**src/sv/btds_pkg.sv**
```systemverilog
`timescale 1ns / 1ps

package btds_pkg;

    localparam int TABLE_ENTRIES = 256;
    localparam int IDX_W         = (TABLE_ENTRIES > 1) ? $clog2(TABLE_ENTRIES) : 1;
    localparam int SYM_W         = 8;
    localparam int FUNC_W        = 2;
    localparam int CFG_IDX_W     = 2;

    // Depth of the queue between front and back; a power of two is not required.
    localparam int QDEPTH = 4;
    localparam int QPTR_W = $clog2(QDEPTH);
    localparam int QCNT_W = $clog2(QDEPTH + 1);

    typedef enum logic [FUNC_W-1:0] {
        FUNC_PROC  = 2'd0,
        FUNC_LOAD  = 2'd1,
        FUNC_START = 2'd2
    } t_func;

    typedef enum logic [CFG_IDX_W-1:0] {
        CFG_DELETE  = 2'd0,
        CFG_SQUEEZE = 2'd1,
        CFG_SECOND  = 2'd2
    } t_cfg_idx;

    typedef struct packed {
        logic delete_mode;
        logic squeeze_mode;
        logic second_set_given;
    } t_cfg;

    // One queue entry: a stream start, or a byte ready for the squeeze check.
    typedef struct packed {
        logic             start;
        logic             elig;
        logic [SYM_W-1:0] sym;
    } t_q_item;

    function automatic logic in_range(input logic [SYM_W-1:0] s);
        in_range = {1'b0, s} < (SYM_W + 1)'(TABLE_ENTRIES);
    endfunction

endpackage

```
**src/sv/btds_in_if.sv**
```systemverilog
`timescale 1ns / 1ps

interface btds_in_if;
    logic                        valid;
    logic                        ready;
    logic [btds_pkg::FUNC_W-1:0] func;
    logic [btds_pkg::SYM_W-1:0]  symbol;
    logic [btds_pkg::SYM_W-1:0]  map_value;
    logic                        in_first_set;
    logic                        in_second_set;

    modport source (
        output valid, func, symbol, map_value, in_first_set, in_second_set,
        input  ready
    );
    modport sink (
        input  valid, func, symbol, map_value, in_first_set, in_second_set,
        output ready
    );
endinterface

```
**src/sv/btds_out_if.sv**
```systemverilog
`timescale 1ns / 1ps

interface btds_out_if;
    logic                       valid;
    logic                       ready;
    logic [btds_pkg::SYM_W-1:0] out_symbol;

    modport source (output valid, out_symbol, input ready);
    modport sink (input valid, out_symbol, output ready);
endinterface

```
**src/sv/btds_ram.sv**
```systemverilog
`timescale 1ns / 1ps

module btds_ram #(
    parameter int WIDTH = 8,
    parameter int DEPTH = 256
) (
    input  logic                     i_clk,
    input  logic                     i_we,
    input  logic [$clog2(DEPTH)-1:0] i_waddr,
    input  logic [WIDTH-1:0]         i_wdata,
    input  logic [$clog2(DEPTH)-1:0] i_raddr,
    output logic [WIDTH-1:0]         o_rdata
);

    logic [WIDTH-1:0] r_mem [DEPTH];

    // A read at the address being written returns the old contents.
    always_ff @(posedge i_clk) begin
        if (i_we) begin
            r_mem[i_waddr] <= i_wdata;
        end
        o_rdata <= r_mem[i_raddr];
    end

endmodule

```
**src/sv/btds_front.sv**
```systemverilog
`timescale 1ns / 1ps

module btds_front (
    input  logic                          i_clk,
    input  logic                          i_rst_n,
    input  btds_pkg::t_cfg                i_cfg,
    input  logic [btds_pkg::QCNT_W-1:0]   i_q_cnt,
    btds_in_if.sink                       i_in,
    output logic                          o_push,
    output btds_pkg::t_q_item             o_push_item
);
    import btds_pkg::*;

    logic                 accept;
    logic                 rng0;
    logic                 load_we;
    logic [SYM_W:0]       tbl_rd;
    logic                 m2_rd;
    logic [QCNT_W:0]      used;

    logic                 r_v1;
    logic                 r_start1;
    logic [SYM_W-1:0]     r_sym1;
    logic                 r_rng1;
    logic [SYM_W-1:0]     emit1;
    logic                 mark1;
    logic                 drop1;

    logic                 r_v2;
    logic                 r_start2;
    logic [SYM_W-1:0]     r_sym2;
    logic                 r_mark1_2;
    logic                 r_rng2;
    logic                 mark2;
    logic                 in_sq;

    // Every request in flight holds a queue slot, so the pipeline never has to stall.
    assign used        = (QCNT_W + 1)'(i_q_cnt) + (QCNT_W + 1)'(r_v1) + (QCNT_W + 1)'(r_v2);
    assign i_in.ready  = used < (QCNT_W + 1)'(QDEPTH);
    assign accept      = i_in.valid & i_in.ready;
    assign rng0        = in_range(i_in.symbol);
    assign load_we     = accept & (i_in.func == FUNC_LOAD) & rng0;

    btds_ram #(.WIDTH(SYM_W + 1), .DEPTH(TABLE_ENTRIES)) u_tbl_ram (
        .i_clk   (i_clk),
        .i_we    (load_we),
        .i_waddr (i_in.symbol[IDX_W-1:0]),
        .i_wdata ({i_in.map_value, i_in.in_first_set}),
        .i_raddr (i_in.symbol[IDX_W-1:0]),
        .o_rdata (tbl_rd)
    );

    always_ff @(posedge i_clk) begin
        if (!i_rst_n) begin
            r_v1 <= 1'b0;
        end else begin
            r_v1 <= accept & ((i_in.func == FUNC_PROC) | (i_in.func == FUNC_START));
        end
        r_start1 <= i_in.func == FUNC_START;
        r_sym1   <= i_in.symbol;
        r_rng1   <= rng0;
    end

    // In delete mode the byte passes untranslated, and the second-set mark
    // is looked up at the input byte instead of the translated one.
    always_comb begin
        mark1 = r_rng1 & tbl_rd[0];
        if (i_cfg.delete_mode) begin
            emit1 = r_sym1;
        end else if (r_rng1) begin
            emit1 = tbl_rd[SYM_W:1];
        end else begin
            emit1 = r_sym1;
        end
        drop1 = i_cfg.delete_mode & mark1 & ~r_start1;
    end

    btds_ram #(.WIDTH(1), .DEPTH(TABLE_ENTRIES)) u_m2_ram (
        .i_clk   (i_clk),
        .i_we    (load_we),
        .i_waddr (i_in.symbol[IDX_W-1:0]),
        .i_wdata (i_in.in_second_set),
        .i_raddr (emit1[IDX_W-1:0]),
        .o_rdata (m2_rd)
    );

    always_ff @(posedge i_clk) begin
        if (!i_rst_n) begin
            r_v2 <= 1'b0;
        end else begin
            r_v2 <= r_v1 & ~drop1;
        end
        r_start2  <= r_start1;
        r_sym2    <= emit1;
        r_mark1_2 <= mark1;
        r_rng2    <= in_range(emit1);
    end

    always_comb begin
        mark2 = r_rng2 & m2_rd;
        if (i_cfg.second_set_given) begin
            in_sq = mark2;
        end else begin
            in_sq = ~i_cfg.delete_mode & r_mark1_2;
        end
        o_push            = r_v2;
        o_push_item.start = r_start2;
        o_push_item.elig  = i_cfg.squeeze_mode & in_sq;
        o_push_item.sym   = r_sym2;
    end

endmodule

```
**src/sv/btds_fifo.sv**
```systemverilog
`timescale 1ns / 1ps

module btds_fifo (
    input  logic                        i_clk,
    input  logic                        i_rst_n,
    input  logic                        i_push,
    input  btds_pkg::t_q_item           i_item,
    input  logic                        i_pop,
    output btds_pkg::t_q_item           o_item,
    output logic [btds_pkg::QCNT_W-1:0] o_cnt
);
    import btds_pkg::*;

    t_q_item             r_mem [QDEPTH];
    logic [QPTR_W-1:0]   r_wr;
    logic [QPTR_W-1:0]   r_rd;
    logic [QCNT_W-1:0]   r_cnt;
    logic [QPTR_W-1:0]   n_wr;
    logic [QPTR_W-1:0]   n_rd;
    logic [QCNT_W-1:0]   n_cnt;

    always_comb begin
        n_wr  = r_wr;
        n_rd  = r_rd;
        n_cnt = r_cnt;
        if (i_push) begin
            n_wr = (r_wr == QPTR_W'(QDEPTH - 1)) ? '0 : r_wr + 1'b1;
        end
        if (i_pop) begin
            n_rd = (r_rd == QPTR_W'(QDEPTH - 1)) ? '0 : r_rd + 1'b1;
        end
        if (i_push && !i_pop) begin
            n_cnt = r_cnt + 1'b1;
        end else if (!i_push && i_pop) begin
            n_cnt = r_cnt - 1'b1;
        end
    end

    always_ff @(posedge i_clk) begin
        if (!i_rst_n) begin
            r_wr  <= '0;
            r_rd  <= '0;
            r_cnt <= '0;
        end else begin
            r_wr  <= n_wr;
            r_rd  <= n_rd;
            r_cnt <= n_cnt;
        end
        if (i_push) begin
            r_mem[r_wr] <= i_item;
        end
    end

    assign o_item = r_mem[r_rd];
    assign o_cnt  = r_cnt;

endmodule

```
**src/sv/btds_back.sv**
```systemverilog
`timescale 1ns / 1ps

module btds_back (
    input  logic                        i_clk,
    input  logic                        i_rst_n,
    input  logic [btds_pkg::QCNT_W-1:0] i_q_cnt,
    input  btds_pkg::t_q_item           i_item,
    output logic                        o_pop,
    btds_out_if.source                  o_out
);
    import btds_pkg::*;

    logic             r_out_valid;
    logic [SYM_W-1:0] r_out_sym;
    logic             r_prev_valid;
    logic [SYM_W-1:0] r_prev_sym;
    logic             n_out_valid;
    logic [SYM_W-1:0] n_out_sym;
    logic             n_prev_valid;
    logic [SYM_W-1:0] n_prev_sym;
    logic             can_take;
    logic             repeat_hit;

    assign can_take   = ~r_out_valid | o_out.ready;
    assign o_pop      = (i_q_cnt != '0) & can_take;
    assign repeat_hit = i_item.elig & r_prev_valid & (i_item.sym == r_prev_sym);

    always_comb begin
        n_out_valid  = r_out_valid & ~o_out.ready;
        n_out_sym    = r_out_sym;
        n_prev_valid = r_prev_valid;
        n_prev_sym   = r_prev_sym;
        if (o_pop) begin
            if (i_item.start) begin
                n_prev_valid = 1'b0;
            end else if (!repeat_hit) begin
                n_out_valid  = 1'b1;
                n_out_sym    = i_item.sym;
                n_prev_valid = 1'b1;
                n_prev_sym   = i_item.sym;
            end
        end
    end

    always_ff @(posedge i_clk) begin
        if (!i_rst_n) begin
            r_out_valid  <= 1'b0;
            r_prev_valid <= 1'b0;
            r_prev_sym   <= '0;
        end else begin
            r_out_valid  <= n_out_valid;
            r_prev_valid <= n_prev_valid;
            r_prev_sym   <= n_prev_sym;
        end
        r_out_sym <= n_out_sym;
    end

    assign o_out.valid      = r_out_valid;
    assign o_out.out_symbol = r_out_sym;

endmodule

```
**src/sv/byte_translate_delete_squeeze.sv**
```systemverilog
`timescale 1ns / 1ps
// Channel   Port     Direction  Payload
// input     i_in     sink       func, symbol, map_value, in_first_set, in_second_set
// output    o_out    source     out_symbol
// config    i_cfg_*  write      delete_mode, squeeze_mode, second_set_given
//
// Sustains one request per cycle while the output keeps up. A processed byte reaches
// the output register through two dependent table reads (map and first-set
// mark, then second-set mark) and one queue stage ahead of the squeeze check.
// Synchronous active-low reset clears control and configuration; the tables
// are not cleared and must be loaded before use. When the output stalls, the
// four-entry queue fills and input ready drops once queue plus in-flight reach four.

module byte_translate_delete_squeeze (
    input  logic                           i_clk,
    input  logic                           i_rst_n,
    btds_in_if.sink                        i_in,
    btds_out_if.source                     o_out,
    input  logic                           i_cfg_we,
    input  logic [btds_pkg::CFG_IDX_W-1:0] i_cfg_idx,
    input  logic                           i_cfg_data
);
    import btds_pkg::*;

    t_cfg              r_cfg;
    logic              push;
    t_q_item           push_item;
    logic              pop;
    t_q_item           head_item;
    logic [QCNT_W-1:0] q_cnt;

    always_ff @(posedge i_clk) begin
        if (!i_rst_n) begin
            r_cfg <= '0;
        end else if (i_cfg_we) begin
            unique case (i_cfg_idx)
                CFG_DELETE:  r_cfg.delete_mode      <= i_cfg_data;
                CFG_SQUEEZE: r_cfg.squeeze_mode     <= i_cfg_data;
                CFG_SECOND:  r_cfg.second_set_given <= i_cfg_data;
                default: begin
                end
            endcase
        end
    end

    btds_front u_front (
        .i_clk       (i_clk),
        .i_rst_n     (i_rst_n),
        .i_cfg       (r_cfg),
        .i_q_cnt     (q_cnt),
        .i_in        (i_in),
        .o_push      (push),
        .o_push_item (push_item)
    );

    btds_fifo u_fifo (
        .i_clk   (i_clk),
        .i_rst_n (i_rst_n),
        .i_push  (push),
        .i_item  (push_item),
        .i_pop   (pop),
        .o_item  (head_item),
        .o_cnt   (q_cnt)
    );

    btds_back u_back (
        .i_clk   (i_clk),
        .i_rst_n (i_rst_n),
        .i_q_cnt (q_cnt),
        .i_item  (head_item),
        .o_pop   (pop),
        .o_out   (o_out)
    );

endmodule

```
**src/flat_wrapper.sv**
```systemverilog
// flat-port wrapper written by rule: the top's interface ports become plain ports
module byte_translate_delete_squeeze_flat import btds_pkg::*;
  (i_clk, i_rst_n, i_cfg_we, i_cfg_idx, i_cfg_data, i_in_valid, i_in_func, i_in_symbol, i_in_map_value, i_in_in_first_set, i_in_in_second_set, i_in_ready, o_out_valid, o_out_out_symbol, o_out_ready);
  btds_in_if i_in_i ();
  btds_out_if o_out_i ();
  input  logic i_clk;
  input  logic i_rst_n;
  input  logic i_cfg_we;
  input  logic [btds_pkg::CFG_IDX_W-1:0] i_cfg_idx;
  input  logic i_cfg_data;
  input wire logic [$bits(i_in_i.valid)-1:0] i_in_valid;
  input wire logic [$bits(i_in_i.func)-1:0] i_in_func;
  input wire logic [$bits(i_in_i.symbol)-1:0] i_in_symbol;
  input wire logic [$bits(i_in_i.map_value)-1:0] i_in_map_value;
  input wire logic [$bits(i_in_i.in_first_set)-1:0] i_in_in_first_set;
  input wire logic [$bits(i_in_i.in_second_set)-1:0] i_in_in_second_set;
  output wire logic [$bits(i_in_i.ready)-1:0] i_in_ready;
  output wire logic [$bits(o_out_i.valid)-1:0] o_out_valid;
  output wire logic [$bits(o_out_i.out_symbol)-1:0] o_out_out_symbol;
  input wire logic [$bits(o_out_i.ready)-1:0] o_out_ready;
  assign i_in_i.valid = i_in_valid;
  assign i_in_i.func = i_in_func;
  assign i_in_i.symbol = i_in_symbol;
  assign i_in_i.map_value = i_in_map_value;
  assign i_in_i.in_first_set = i_in_in_first_set;
  assign i_in_i.in_second_set = i_in_in_second_set;
  assign i_in_ready = i_in_i.ready;
  assign o_out_valid = o_out_i.valid;
  assign o_out_out_symbol = o_out_i.out_symbol;
  assign o_out_i.ready = o_out_ready;
  byte_translate_delete_squeeze u_core (.i_clk(i_clk), .i_rst_n(i_rst_n), .i_in(i_in_i), .o_out(o_out_i), .i_cfg_we(i_cfg_we), .i_cfg_idx(i_cfg_idx), .i_cfg_data(i_cfg_data));
endmodule
```
**config.mk**
```make
export PLATFORM = sky130hd
export DESIGN_NAME = byte_translate_delete_squeeze_flat
export DESIGN_NICKNAME = d
export VERILOG_FILES = /design/src/sv/btds_pkg.sv /design/src/sv/btds_in_if.sv /design/src/sv/btds_out_if.sv /design/src/sv/btds_ram.sv /design/src/sv/btds_front.sv /design/src/sv/btds_fifo.sv /design/src/sv/btds_back.sv /design/src/sv/byte_translate_delete_squeeze.sv /design/src/flat_wrapper.sv
export SDC_FILE = /design/constraint.sdc
export NUM_CORES = 2
export LEC_CHECK = 0
export ABC_AREA = 1
export ABC_CLOCK_PERIOD_IN_PS = 4500
export BUFFER_PORTS_ARGS = -buffer_cell sky130_fd_sc_hd__clkbuf_2
export CORE_MARGIN = 2
export CORE_UTILIZATION = 30
export DETAILED_ROUTE_END_ITERATION = 12
export PLACE_DENSITY_LB_ADDON = 0.2
export SLEW_MARGIN = 15
export SYNTH_ARGS = -nofsm -noshare
export SYNTH_HDL_FRONTEND = slang
export SYNTH_HIERARCHICAL = 1
export SYNTH_SLANG_ARGS = --single-unit
```
**constraint.sdc**
```tcl
create_clock -name i_clk -period 4.5 [get_ports i_clk]
set_input_delay 0.9 -clock i_clk [delete_from_list [all_inputs] [get_ports i_clk]]
set_output_delay 0.9 -clock i_clk [all_outputs]
set_load 0.005 [all_outputs]
```
==> key figures <==
Status
  – Status: finished clean

Floorplanning
  – Die outline width: 606.3 um
  – Cell Rows: 221
  – Core ar.: 361,700 um^2
  – Die Y-Extent: 606.3 um
  – Ports: 38
  – Initial core utilization: 30.09%
  – Die Outline Area: 367,600 um^2

Clocking
  – Root buffer cell: clkbuf_16
  – Post-CTS Resized: 0
  – Worst-Skew Late Latency: 0.90 ns
  – CTS H-tree depth: 5
  – CTS Buffer Depth: 4
  – Clock Sinks: 2,661
  – Setup bufs post-CTS: 0
  – CTS tree: yes
  – Clock Pin Slew Worst Setup and Hold Paths: 0.06 ns
  – Hold Buf Count CTS: 0
  – Total CTS buffers: 302

GRT
  – Grt met2 use: 28.07%
  – Wire length of the first global-routing pass: 484.6 mm
  – Largest net degree at the start of global routing: 140
  – Remaining Overflow, GRT: 0
  – Vias in the first global route: 69,420
  – Met1 GRT Util: 25.35%
  – All-Layer GR Usage: 17.71%
  – GR peak layer: met2
  – Initial antenna violation count: 18
  – Met3 Use GR: 2.528%

Final layout
  – Final cell count without fillers: 14,530
  – Nets: 9,536
  – Fin util: 34.70%
  – Layout area overhead: 15.32%
  – Fraction of layout cells with a size suffix above 1: 9.268%
  – Filler Cells Inserted: 35,620

STA
  – Clk_skew: 0.06507 ns
  – Slew @ Worst Pin: 1.097 ns
  – Period utilization: 79.84%
  – Setup TNS: 0 ns
  – Rel. slew slack: 26.63%
  – Max-slew violations: 0
  – Final Hold Vio Count: 0
  – Final setup fails: 0
  – Final min period: 3.593 ns
  – RSZ-0062 raised after global routing: false
  – Post-layout worst setup margin: 0.9070 ns
  – FMAX: 278.3 MHz

Detailed routing
  – First-pass DRT Iterations: 5
  – Final WL: 334.3 mm
  – WL/cell: 23.01 um
  – Via count: 72,270
  – Via/cell ratio: 4.974
  – ANT nets after route: 0
  – Drt drc: 0
  – Initial detailed-routing violation count: 7,546

Power
  – Part of the power in registers: 49.7%
  – Int Pwr: 42,160 uW
  – Logic pwr share: 7.6%
  – Net Sw Frac: 23.80%
  – Pwr Density: 440.8 nW/um^2
  – Peak supply drop: 0.0002831 V
  – Clk pwr share: 42.7%
  – NetSw: 13,170 uW
  – Total Power: 55,320 uW
  – LEAKAGE: 0.04340 uW

Worst setup path
  – Critical Path, Cell by Cell: ha_1 > nand2_1 > nand2_1 > nand2_1 > nand3_2 > nor2_4 > nand2_2 > buf_12 > nor2_1
  – Worst r2r path cells: 9
  – Number of buffers and inverters on the critical path: 1
  – CP Capture Type: flop
  – CP Class: reg2reg
  – Critical path launch point type: flop
  – Register-to-Register Setup Slack: 0.91 ns
  – Delay-heaviest family, CP: simple AND/OR/NAND/NOR gates
  – End point of the critical path: u_core/u_front/u_tbl_ram/r_mem[229][3]
  – Worst path max stage delay: 0.79 ns
  – FF-to-FF End: u_core/u_front/u_tbl_ram/r_mem[229][3]
  – CP dominant cell by count: nand2_1
  – CP max FO: 17
  – R2r startpoint: u_core/u_front/o_push
  – Slowest-stage cell, CP: nor2_1
  – CP Launch Point: u_core/u_front/o_push
  – Worst endpoint required time: 5.01 ns
  – WP depth: 9
  – Arrival @ worst endpoint: 4.10 ns

Yosys
  – Mapped Avg Cell Area: 11.63 um^2
  – Largest family of logic cells by synthesized area: simple AND/OR/NAND/NOR gates
  – Post-synthesis xor/xnor area fraction: 0.02414%
  – Syn nets: 9,395
  – Library cells used by synthesis: 35
  – Adder-Cell Fraction of Synth Area: 0.09887%
  – Simple logic cell fraction of the synthesized area: 23.33%
  – Area contributors post-synth: edfxtp_1 (72%), nand3_1 (12%), nand2_1 (9.5%)
  – Mux cell area share after synthesis: 0.02759%
  – Mapped cell area: 108,800 um^2
  – Synth top area share: 71.96%
  – Complex-gate fraction of the synthesized area: 0.2460%
  – Register bit total from synthesis: 2,661
  – YS warnings: 6
  – Syn Inst Count: 9,359
  – Post-synthesis sequential area ratio: 72.93%
  – Most area-hungry cell type in the Yosys netlist: edfxtp_1

Placement
  – Pre-CTS setup slack: 0.4935 ns
  – GPL Wtd Cong: 0.8306
  – DP HPWL: 192.7 mm
  – Cells after DPL: 13,990
  – Buffers on Ports: 37

Flow run
  – Max-Cap Viols: 0

Worst hold path
  – Hold Crit Class: in2reg
## worst min-delay path by stage
stage	cells after the start	start	slack (ns)	endpoint
5_1_grt	2	i_in_func[0]	0.17	u_core/u_front/r_start1
4_1_cts	2	i_in_func[0]	0.13	u_core/u_front/r_start1
6_report	2	i_in_func[0]	0.21	u_core/u_front/r_start1
3_3_place_gp	0	u_core/u_front/r_start1	0.36	u_core/u_front/r_start2
3_5_place_dp	0	u_core/u_front/r_start1	0.36	u_core/u_front/r_start2
2_1_floorplan	0	u_core/u_front/u_tbl_ram/o_rdata[0]	0.35	u_core/u_front/r_mark1_2
## state kept, by name, summed over array words and instances (netlist names), 2 cells and up, named ones only
| name | count |
|---|---|
| u_core/u_front/u_m2_ram/r_mem | 256 |
| u_core/u_fifo/r_rd | 2 |
| u_core/u_front/r_sym1 | 8 |
| u_core/u_fifo/r_mem | 40 |
| u_core/u_back/r_prev_sym | 8 |
| u_core/u_back/o_out.out_symbol | 8 |
| u_core/u_front/r_sym2 | 8 |
| u_core/u_front/u_tbl_ram/r_mem | 2304 |
| u_core/u_front/u_tbl_ram/o_rdata | 9 |
| u_core/u_fifo/o_cnt | 3 |
| u_core/u_fifo/r_wr | 2 |
| u_core/r_cfg | 3 |
## stage by stage
| step | hold slack, ns | area [um^2] |
|---|---|---|
| 2_1_floorplan | 0.3496 | 108800 |
| 3_5_place_dp | 0.3631 | 116100 |
| 3_3_place_gp | 0.3638 | 116100 |
| 4_1_cts | 0.1288 | 125500 |
| 6_report | 0.2073 | 125500 |
| 5_1_grt | 0.1677 | 125500 |
## cells in the mapped netlist, drive strengths merged
| cell | n |
|---|---|
| or2 | 1 |
| ha | 7 |
| dfxtp | 53 |
| edfxtp | 2608 |
| inv | 98 |
| mux2i | 3 |
| nor3 | 2 |
| nand4 | 4 |
| xor2 | 3 |
| clkinv | 4 |
| nand2 | 2755 |
| nor2 | 606 |
| fa | 1 |
| buf | 474 |
| nand3 | 2536 |
| o22ai | 10 |
| a21oi | 13 |
| o21ai | 25 |
| clkbuf | 156 |
## power groups by stage
stage / Clock [uW] / Combinational, uW / Sequential [uW]
after global routing: 25100 / 4610 / 27500
after floorplan: 0 / 2440 / 28000
after global placement: 0 / 4220 / 28000
after detailed placement: 0 / 4240 / 28000
after CTS: 24200 / 4250 / 27500
final: 23600 / 4200 / 27500
## cells by family (layout without fill, tap and decap cells)
group,count (synthesis),after routing
other,0,2
buffers and inverters,732,1105
and+or+nand+nor,5904,5904
AOI/OAI and AO/OA,48,48
adders and majority gates,8,8
xor gates and xnor gates,3,3
muxes,3,3
DFF,2661,2661
## layer usage
metal  share of wire [%]  vias up
met3                 6.3      476
met4                 2.6        6
met1                  46    36130
met2                  46     2371
li1                    -    33280
met5               0.012        -
## cell usage in the layout (no fill, tap or decap), types with 5 or more instances in the layout
master	n
buf_8	12
nand3_2	5
nand3_1	2531
buf_4	359
a21oi_1	12
o21ai_1	21
inv_6	11
inv_16	5
inv_2	6
clkinv_8	5
ha_1	7
edfxtp_1	2608
inv_1	87
nor2_1	602
clkinv_2	35
clkbuf_1	78
nand2_1	2735
clkinv_1	70
bufinv_16	16
nand2_2	19
clkbuf_16	311
buf_12	72
o22ai_1	10
clkbuf_2	22
clkbuf_8	7
dfxtp_1	53
## cell type report
cell class | instances | area [um^2] | share of cell area, %
inverter | 102 | 435.4 | 0.3469
sequential | 2661 | 79380 | 63.24
clock buffer | 396 | 8172 | 6.511
multi-input combinational | 5966 | 25890 | 20.62
timing repair buffer | 467 | 4449 | 3.545
antenna | 2 | 5.005 | 0.003988
tap | 4794 | 5998 | 4.779
clock inverter | 140 | 1189 | 0.9470
Note: power is estimated with default switching activity, not from simulation.
